<file path="src/sv/hrhp_pkg.sv">
// Package for the request head parser: parser states, status codes, result flags
// and the byte class functions. No dependencies.
package hrhp_pkg;

    localparam int VERSION_WIDTH_DEF = 8;
    localparam int TDATA_IN_W        = 8;
    localparam int TDATA_OUT_W       = 32;
    localparam int VER_OUT_W         = 8;

    localparam logic [7:0] CH_CR    = 8'h0D;
    localparam logic [7:0] CH_LF    = 8'h0A;
    localparam logic [7:0] CH_SP    = 8'h20;
    localparam logic [7:0] CH_HT    = 8'h09;
    localparam logic [7:0] CH_SLASH = 8'h2F;
    localparam logic [7:0] CH_COLON = 8'h3A;
    localparam logic [7:0] CH_DOT   = 8'h2E;
    localparam logic [7:0] CH_ZERO  = 8'h30;
    localparam logic [7:0] CH_NINE  = 8'h39;
    localparam logic [7:0] CH_H     = 8'h48;
    localparam logic [7:0] CH_T     = 8'h54;
    localparam logic [7:0] CH_P     = 8'h50;
    localparam logic [7:0] CH_DEL   = 8'd127;
    localparam logic [7:0] CTL_MAX  = 8'd31;

    typedef enum logic [4:0] {
        ST_METHOD_START,
        ST_METHOD,
        ST_HPATH_START,
        ST_HPATH,
        ST_URI,
        ST_VER_H,
        ST_VER_T1,
        ST_VER_T2,
        ST_VER_P,
        ST_VER_SLASH,
        ST_MAJ_START,
        ST_MAJ,
        ST_MIN_START,
        ST_MIN,
        ST_NL1,
        ST_LINE_START,
        ST_LWS,
        ST_NAME,
        ST_SP_BEFORE_VAL,
        ST_VALUE,
        ST_NL2,
        ST_NL3
    } parse_state_t;

    typedef enum logic [1:0] {
        RES_MORE = 2'd0,
        RES_GOOD = 2'd1,
        RES_BAD  = 2'd2
    } res_t;

    // Status sits in the lowest bits so that the struct packs straight into tdata.
    typedef struct packed {
        logic to_header_value;
        logic to_header_name;
        logic header_begin;
        logic to_file_path;
        logic to_uri;
        logic to_handler_path;
        logic to_method;
        res_t status;
    } result_t;

    function automatic logic is_ctl(input logic [7:0] c);
        return (c <= CTL_MAX) || (c == CH_DEL);
    endfunction

    function automatic logic is_separator(input logic [7:0] c);
        logic r;
        case (c)
            8'h28, 8'h29, 8'h3C, 8'h3E, 8'h40,
            8'h2C, 8'h3B, 8'h3A, 8'h5C, 8'h22,
            8'h2F, 8'h5B, 8'h5D, 8'h3F, 8'h3D,
            8'h7B, 8'h7D, 8'h20, 8'h09: r = 1'b1;
            default: r = 1'b0;
        endcase
        return r;
    endfunction

    function automatic logic is_token(input logic [7:0] c);
        return !c[7] && !is_ctl(c) && !is_separator(c);
    endfunction

    function automatic logic is_dec_digit(input logic [7:0] c);
        return (c >= CH_ZERO) && (c <= CH_NINE);
    endfunction

endpackage

</file>
<file path="src/sv/hrhp_step.sv">
// Next-state and result logic of the request head parser for one byte.
// Depends on hrhp_pkg.
module hrhp_step
    import hrhp_pkg::*;
#(
    parameter int VERSION_WIDTH = VERSION_WIDTH_DEF
) (
    input  parse_state_t             state_cur,
    input  logic                     header_seen_cur,
    input  logic [VERSION_WIDTH-1:0] maj_cur,
    input  logic [VERSION_WIDTH-1:0] min_cur,
    input  logic [7:0]               data_byte,
    input  logic                     restart,
    output parse_state_t             state_nxt,
    output logic                     header_seen_nxt,
    output logic [VERSION_WIDTH-1:0] maj_nxt,
    output logic [VERSION_WIDTH-1:0] min_nxt,
    output result_t                  res
);

    localparam int PW = VERSION_WIDTH + 4;
    localparam logic [PW-1:0] LIM = {4'b0, {VERSION_WIDTH{1'b1}}};

    logic [3:0]               digit;
    logic [PW-1:0]            maj_sum;
    logic [PW-1:0]            min_sum;
    logic [VERSION_WIDTH-1:0] maj_acc;
    logic [VERSION_WIDTH-1:0] min_acc;

    assign digit   = 4'(data_byte - CH_ZERO);
    assign maj_sum = ({4'b0, maj_cur} << 3) + ({4'b0, maj_cur} << 1) + PW'(digit);
    assign min_sum = ({4'b0, min_cur} << 3) + ({4'b0, min_cur} << 1) + PW'(digit);
    assign maj_acc = (maj_sum > LIM) ? {VERSION_WIDTH{1'b1}} : maj_sum[VERSION_WIDTH-1:0];
    assign min_acc = (min_sum > LIM) ? {VERSION_WIDTH{1'b1}} : min_sum[VERSION_WIDTH-1:0];

    always_comb begin
        state_nxt       = state_cur;
        header_seen_nxt = header_seen_cur;
        maj_nxt         = maj_cur;
        min_nxt         = min_cur;
        res             = '0;
        res.status      = RES_MORE;
        if (restart) begin
            state_nxt       = ST_METHOD_START;
            header_seen_nxt = 1'b0;
            maj_nxt         = '0;
            min_nxt         = '0;
        end else begin
            case (state_cur)
                ST_METHOD_START: begin
                    if (is_token(data_byte)) begin
                        state_nxt     = ST_METHOD;
                        res.to_method = 1'b1;
                    end else res.status = RES_BAD;
                end
                ST_METHOD: begin
                    if (data_byte == CH_SP) state_nxt = ST_HPATH_START;
                    else if (is_token(data_byte)) res.to_method = 1'b1;
                    else res.status = RES_BAD;
                end
                ST_HPATH_START: begin
                    if (data_byte == CH_SLASH) begin
                        state_nxt           = ST_HPATH;
                        res.to_handler_path = 1'b1;
                        res.to_uri          = 1'b1;
                    end else res.status = RES_BAD;
                end
                ST_HPATH: begin
                    if (data_byte == CH_SP) state_nxt = ST_VER_H;
                    else if (is_ctl(data_byte)) res.status = RES_BAD;
                    else if (data_byte == CH_SLASH) begin
                        state_nxt        = ST_URI;
                        res.to_file_path = 1'b1;
                        res.to_uri       = 1'b1;
                    end else begin
                        res.to_handler_path = 1'b1;
                        res.to_uri          = 1'b1;
                    end
                end
                ST_URI: begin
                    if (data_byte == CH_SP) state_nxt = ST_VER_H;
                    else if (is_ctl(data_byte)) res.status = RES_BAD;
                    else begin
                        res.to_uri       = 1'b1;
                        res.to_file_path = 1'b1;
                    end
                end
                ST_VER_H: begin
                    if (data_byte == CH_H) state_nxt = ST_VER_T1;
                    else res.status = RES_BAD;
                end
                ST_VER_T1: begin
                    if (data_byte == CH_T) state_nxt = ST_VER_T2;
                    else res.status = RES_BAD;
                end
                ST_VER_T2: begin
                    if (data_byte == CH_T) state_nxt = ST_VER_P;
                    else res.status = RES_BAD;
                end
                ST_VER_P: begin
                    if (data_byte == CH_P) state_nxt = ST_VER_SLASH;
                    else res.status = RES_BAD;
                end
                ST_VER_SLASH: begin
                    if (data_byte == CH_SLASH) begin
                        maj_nxt   = '0;
                        min_nxt   = '0;
                        state_nxt = ST_MAJ_START;
                    end else res.status = RES_BAD;
                end
                ST_MAJ_START: begin
                    if (is_dec_digit(data_byte)) begin
                        maj_nxt   = maj_acc;
                        state_nxt = ST_MAJ;
                    end else res.status = RES_BAD;
                end
                ST_MAJ: begin
                    if (data_byte == CH_DOT) state_nxt = ST_MIN_START;
                    else if (is_dec_digit(data_byte)) maj_nxt = maj_acc;
                    else res.status = RES_BAD;
                end
                ST_MIN_START: begin
                    if (is_dec_digit(data_byte)) begin
                        min_nxt   = min_acc;
                        state_nxt = ST_MIN;
                    end else res.status = RES_BAD;
                end
                ST_MIN: begin
                    if (data_byte == CH_CR) state_nxt = ST_NL1;
                    else if (is_dec_digit(data_byte)) min_nxt = min_acc;
                    else res.status = RES_BAD;
                end
                ST_NL1: begin
                    if (data_byte == CH_LF) state_nxt = ST_LINE_START;
                    else res.status = RES_BAD;
                end
                ST_LINE_START: begin
                    if (data_byte == CH_CR) state_nxt = ST_NL3;
                    else if (header_seen_cur && (data_byte == CH_SP || data_byte == CH_HT)) begin
                        state_nxt = ST_LWS;
                    end else if (is_token(data_byte)) begin
                        header_seen_nxt    = 1'b1;
                        res.header_begin   = 1'b1;
                        res.to_header_name = 1'b1;
                        state_nxt          = ST_NAME;
                    end else res.status = RES_BAD;
                end
                ST_LWS: begin
                    if (data_byte == CH_CR) state_nxt = ST_NL2;
                    else if (data_byte == CH_SP || data_byte == CH_HT) state_nxt = ST_LWS;
                    else if (is_ctl(data_byte)) res.status = RES_BAD;
                    else begin
                        state_nxt           = ST_VALUE;
                        res.to_header_value = 1'b1;
                    end
                end
                ST_NAME: begin
                    if (data_byte == CH_COLON) state_nxt = ST_SP_BEFORE_VAL;
                    else if (is_token(data_byte)) res.to_header_name = 1'b1;
                    else res.status = RES_BAD;
                end
                ST_SP_BEFORE_VAL: begin
                    if (data_byte == CH_SP) state_nxt = ST_VALUE;
                    else res.status = RES_BAD;
                end
                ST_VALUE: begin
                    if (data_byte == CH_CR) state_nxt = ST_NL2;
                    else if (is_ctl(data_byte)) res.status = RES_BAD;
                    else res.to_header_value = 1'b1;
                end
                ST_NL2: begin
                    if (data_byte == CH_LF) state_nxt = ST_LINE_START;
                    else res.status = RES_BAD;
                end
                ST_NL3: begin
                    res.status = (data_byte == CH_LF) ? RES_GOOD : RES_BAD;
                end
                default: begin
                    res.status = RES_BAD;
                end
            endcase
        end
    end

endmodule

</file>
<file path="src/sv/http_request_head_parser.sv">
// Top level of the HTTP/1.x request head parser: input register, parser state
// and result register. Depends on hrhp_pkg and hrhp_step.
//
//  Channel | Role   | tdata (low bit first)                       | tuser
//  s_      | bytes  | data_byte[7:0]                              | restart
//  m_      | result | status, seven field flags, major, minor     | none
//
// Each byte passes through the input register, then through the parser step into the
// result register.
// One byte is accepted in every cycle while the result side keeps up.
// A stall on m_tready holds both registers; with the input register full,
// s_tready drops in the same cycle.
// Reset returns the parser to the method start with both versions at zero.
module http_request_head_parser
    import hrhp_pkg::*;
#(
    parameter int VERSION_WIDTH = VERSION_WIDTH_DEF
) (
    input  logic                   aclk,
    input  logic                   aresetn,
    input  logic                   s_tvalid,
    output logic                   s_tready,
    input  logic [TDATA_IN_W-1:0]  s_tdata,   // [7:0] data_byte
    input  logic                   s_tuser,   // [0] restart
    output logic                   m_tvalid,
    input  logic                   m_tready,
    // [1:0] status, [2] to_method, [3] to_handler_path, [4] to_uri,
    // [5] to_file_path, [6] header_begin, [7] to_header_name,
    // [8] to_header_value, [16:9] major_version, [24:17] minor_version, rest zero
    output logic [TDATA_OUT_W-1:0] m_tdata
);

    localparam int RES_W = $bits(result_t);
    localparam int PAD_W = TDATA_OUT_W - RES_W - 2 * VER_OUT_W;

    logic                     in_vld_reg;
    logic [7:0]               in_byte_reg;
    logic                     in_restart_reg;
    parse_state_t             state_reg;
    parse_state_t             state_next;
    logic                     header_seen_reg;
    logic                     header_seen_next;
    logic [VERSION_WIDTH-1:0] maj_reg;
    logic [VERSION_WIDTH-1:0] maj_next;
    logic [VERSION_WIDTH-1:0] min_reg;
    logic [VERSION_WIDTH-1:0] min_next;
    result_t                  res;
    logic [VER_OUT_W-1:0]     maj_out;
    logic [VER_OUT_W-1:0]     min_out;
    logic                     out_vld_reg;
    result_t                  out_res_reg;
    logic [VER_OUT_W-1:0]     out_maj_reg;
    logic [VER_OUT_W-1:0]     out_min_reg;
    logic                     advance;

    assign advance  = in_vld_reg && (!out_vld_reg || m_tready);
    assign s_tready = !in_vld_reg || advance;

    hrhp_step #(
        .VERSION_WIDTH(VERSION_WIDTH)
    ) u_step (
        .state_cur      (state_reg),
        .header_seen_cur(header_seen_reg),
        .maj_cur        (maj_reg),
        .min_cur        (min_reg),
        .data_byte      (in_byte_reg),
        .restart        (in_restart_reg),
        .state_nxt      (state_next),
        .header_seen_nxt(header_seen_next),
        .maj_nxt        (maj_next),
        .min_nxt        (min_next),
        .res            (res)
    );

    generate
        if (VERSION_WIDTH >= VER_OUT_W) begin : g_ver_trunc
            assign maj_out = maj_next[VER_OUT_W-1:0];
            assign min_out = min_next[VER_OUT_W-1:0];
        end else begin : g_ver_ext
            assign maj_out = {{(VER_OUT_W - VERSION_WIDTH){1'b0}}, maj_next};
            assign min_out = {{(VER_OUT_W - VERSION_WIDTH){1'b0}}, min_next};
        end
    endgenerate

    always_ff @(posedge aclk) begin
        if (!aresetn) begin
            in_vld_reg      <= 1'b0;
            out_vld_reg     <= 1'b0;
            state_reg       <= ST_METHOD_START;
            header_seen_reg <= 1'b0;
            maj_reg         <= '0;
            min_reg         <= '0;
        end else begin
            if (s_tready) begin
                in_vld_reg <= s_tvalid;
            end
            if (advance) begin
                out_vld_reg     <= 1'b1;
                state_reg       <= state_next;
                header_seen_reg <= header_seen_next;
                maj_reg         <= maj_next;
                min_reg         <= min_next;
            end else if (m_tready) begin
                out_vld_reg <= 1'b0;
            end
        end
    end

    always_ff @(posedge aclk) begin
        if (s_tready && s_tvalid) begin
            in_byte_reg    <= s_tdata[7:0];
            in_restart_reg <= s_tuser;
        end
        if (advance) begin
            out_res_reg <= res;
            out_maj_reg <= maj_out;
            out_min_reg <= min_out;
        end
    end

    assign m_tvalid = out_vld_reg;
    assign m_tdata  = {{PAD_W{1'b0}}, out_min_reg, out_maj_reg, out_res_reg};

endmodule

</file>
<file path="config.mk">
export PLATFORM = sky130hd
export DESIGN_NAME = http_request_head_parser
export DESIGN_NICKNAME = d
export VERILOG_FILES = /design/src/sv/hrhp_pkg.sv /design/src/sv/hrhp_step.sv /design/src/sv/http_request_head_parser.sv
export SDC_FILE = /design/constraint.sdc
export NUM_CORES = 1
export LEC_CHECK = 0
export ABC_AREA = 1
export BUFFER_PORTS_ARGS = -buffer_cell sky130_fd_sc_hd__buf_2
export CAP_MARGIN = 20
export CORE_MARGIN = 2
export CORE_UTILIZATION = 65
export CTS_BUF_LIST = sky130_fd_sc_hd__clkbuf_4 sky130_fd_sc_hd__clkbuf_8
export DETAILED_ROUTE_END_ITERATION = 7
export PLACE_DENSITY_LB_ADDON = 0.2
export SLEW_MARGIN = 20
export SYNTH_ARGS = -nofsm -noshare
export SYNTH_HDL_FRONTEND = slang
export SYNTH_SLANG_ARGS = --single-unit
</file>
<file path="constraint.sdc">
create_clock -name aclk -period 4.91 [get_ports aclk]
set_input_delay 0.7365 -clock aclk [delete_from_list [all_inputs] [get_ports aclk]]
set_output_delay 0.7365 -clock aclk [all_outputs]
set_load 0.005 [all_outputs]
</file>
==> out/metrics.yaml <==
outcome:
  status: "complete, no violations"
die:
  rows: 31
  die_w_um: 90.4
  core_mm2: 0.00725
  die_h_um: 90.4
  ios: 47
  dieArea_mm2: 0.00817
  start_util_pct: 66.8
critical_path:
  worst-path-buf-inv: 1
  crit_path_max_incr_delay_ns: 0.61
  start_kind: "flip-flop"
  cpMostUsedCell: "nand2_1"
  arrival_ns: 3.36
  endpoint_kind: "flip-flop"
  worstPathCellList: "fa_1 -> fa_1 -> nand2_1 -> nand2_1 -> nand4_1 -> nand2_1 -> nand2_1 -> nand2_1 -> nor2_1 -> nand4_1 -> nand2_1 -> nand2_1 -> nand2_1 -> inv_1"
  cp_max_fo: 8
  crit_type: "flip-flop to flip-flop"
  slowest_stage: "fa_1"
  critPathTopFamily: "simple AND/OR/NAND/NOR gates"
  cp.required_ns: 5.01
route:
  route.antenna.remaining_nets: 0
  drc: 0
  route.vias.total: 4991
  routedWlPerCell_um: 15.1
  drtIter0Drc: 433
  totalWireLength_um: 13000
  vias_per_cell: 5.77
  drtPass1Iterations: 6
logic_synthesis:
  yosysUniqueCellTypes: 39
  synth.largest_area_cell: "edfxtp_1"
  ys_ff_latch: 58
  yosys_warnings: 0
  synthTopCellsByCount: "nand2_1 (181), nor2_1 (99), inv_1 (78), a21oi_1 (71), nand3_1 (47)"
  muxShareOfSynthArea_pct: 0
  synth_fa_ha_area_share_pct: 9.39
  synth_compound_area_share_pct: 13.3
  synthXorXnorAreaFrac_pct: 1.26
  synthCells: 723
  ys_top_cells_by_area: "edfxtp_1 (21%), nand2_1 (14%), dfxtp_1 (9.9%)"
  syn_area_mm2: 0.00485
  synth_top_area_share_pct: 21.1
  synth_edf_count: 34
  syn_area_per_cell_um2: 6.71
  synthFlopType: "edfxtp_1"
  synthArstFlopShare_pct: 0
  synth_top_family_by_area: "simple AND/OR/NAND/NOR gates"
  synth_seq_area_share_pct: 31.0
  yosysMostFrequentCell: "nand2_1"
  synth_simple_gate_area_share_pct: 35.1
clocking:
  clk_latency_ns: 0.35
  cts_root_buffer: "clkbuf_8"
  cts_resized: 0
  numCtsBuffers: 9
  clockBufferDepth: 2
  cts_tree: "built"
  htreeDepth: 3
  clock-sinks: 58
  cts_setup_buffers: 0
  hold_buffers: 0
  clk_pin_slew_ns: 0.07
power:
  p_sw_uw: 544
  p_per_area_mw_per_mm2: 283
  power_frac_seq_pct: 39.8
  p_comb_share_pct: 31.2
  leakagePower_nw: 2.61
  pwr-share-clk_pct: 29.0
  p_int_uw: 948
  power_mw: 1.49
  vdd_ir_drop_max_uv: 186
  p_sw_share_pct: 36.5
global_route:
  first_global_vias: 4657
  use_met3_pct: 5.34
  track_usage_pct: 32.6
  grt_pass1_wl_um: 21500
  use_met1_pct: 40.0
  grt_max_degree: 60
  antenna_found_initial: 0
  grt-ovfl-total: 0
  grt.met2_usage_pct: 56.6
  grt-busiest-layer: "met2"
timing:
  period_minus_slack_ns: 3.27
  clock_skew_ns: 0.00916
  final-hold-violation-count: 0
  max_freq_mhz: 306
  fin_crit_sh_pct: 66.5
  grt_setup_unrepaired: "false"
  setup_viol: 0
  fin_tns_setup_ns: 0
  drv_slew: 0
  tightestPinTransition_ns: 0.988
  maxSlewHeadroom_pct: 33.9
layout:
  final-seq-area_mm2: 0.00150
  largest_reg_flops: 9
  final.fill_count: 580
  antennaDiodeCount: 0
  synthToLayoutAreaGrowth_pct: 8.88
  drive_above_1_share_pct: 14.2
  multi_input_comb_area_mm2: 0.00289
  fin_nets: 808
job:
  max-cap-violations: 0
placement:
  hpwl_um: 9950
  io_buffer_count: 39
  place_congestion: 1.03
hold_path:
  hp-class: "flip-flop to flip-flop"
## placed cells by master (no fill, tap or decap), types with 18 or more instances in the layout
cell type,instances
nor2_1,99
dfxtp_1,24
a21oi_1,71
nand3_1,47
nand2_1,181
inv_2,18
o21ai_0,33
buf_2,39
inv_1,78
edfxtp_1,34
ha_1,30
## final timing paths
kind | from | endpoint | slack [ns] | cells after the start
worst max-delay path | in_byte_reg[3] | out_min_reg[1] | 1.64 | 14
worst min-delay path | m_tvalid | m_tvalid | 0.51 | 2
worst max register to register | in_byte_reg[3] | out_min_reg[1] | 1.64 | 14
worst min register to register | m_tvalid | m_tvalid | 0.51 | 2
## worst reg2reg max path, stage by stage (launching register included)
cell and delay [ns]:
edfxtp_1 0.55, fa_1 0.61, fa_1 0.48, nand2_1 0.08
nand2_1 0.11, nand4_1 0.12, nand2_1 0.06, nand2_1 0.06
nand2_1 0.06, nor2_1 0.40, nand4_1 0.15, nand2_1 0.11
nand2_1 0.06, nand2_1 0.11, inv_1 0.06
## power by group through the flow
stage                     clock, mW  combinational, mW  sequential (mW)
after detailed placement          0              0.453            0.602
after CTS                     0.434              0.456            0.592
after global placement            0              0.442            0.601
after global routing          0.454              0.523            0.597
after floorplan                   0              0.357            0.589
final                         0.433              0.466            0.594
## metrics by stage
stage	util, %	cells	area (um^2)	setup slack, ns	hold WS (ns)
3_3_place_gp	70.2	849	5090	1.89	0.486
5_1_grt	72.8	865	5280	1.48	0.546
4_1_cts	72.8	865	5280	1.68	0.512
2_1_floorplan	-	729	4870	2.18	0.480
3_5_place_dp	70.2	849	5090	1.75	0.503
6_report	72.8	865	5280	1.64	0.509
## cell type report
cell class | instances | share of cell area [%]
Timing Repair Buffer | 40 | 3.84
Clock buffer | 10 | 2.49
Tap cell | 99 | 2.35
Inverter | 99 | 7.06
Clock inverter | 6 | 1.11
Multi-Input combinational cell | 553 | 54.7
Sequential cell | 58 | 28.4
## routing by layer
layer	vias to the layer above	routed length, um
li1	2430	-
met1	2263	5290
met2	253	6360
met3	45	967
met4	0	423
met5	-	0
## cell families after synthesis
group / after synthesis
other: 1
xor gates and xnor gates: 7
buffers and inverters: 118
and+or+nand+nor: 386
DFF: 58
adders and majority gates: 34
AOI/OAI and AO/OA: 119
No activity file was read; power rests on OpenSTA's default activity.
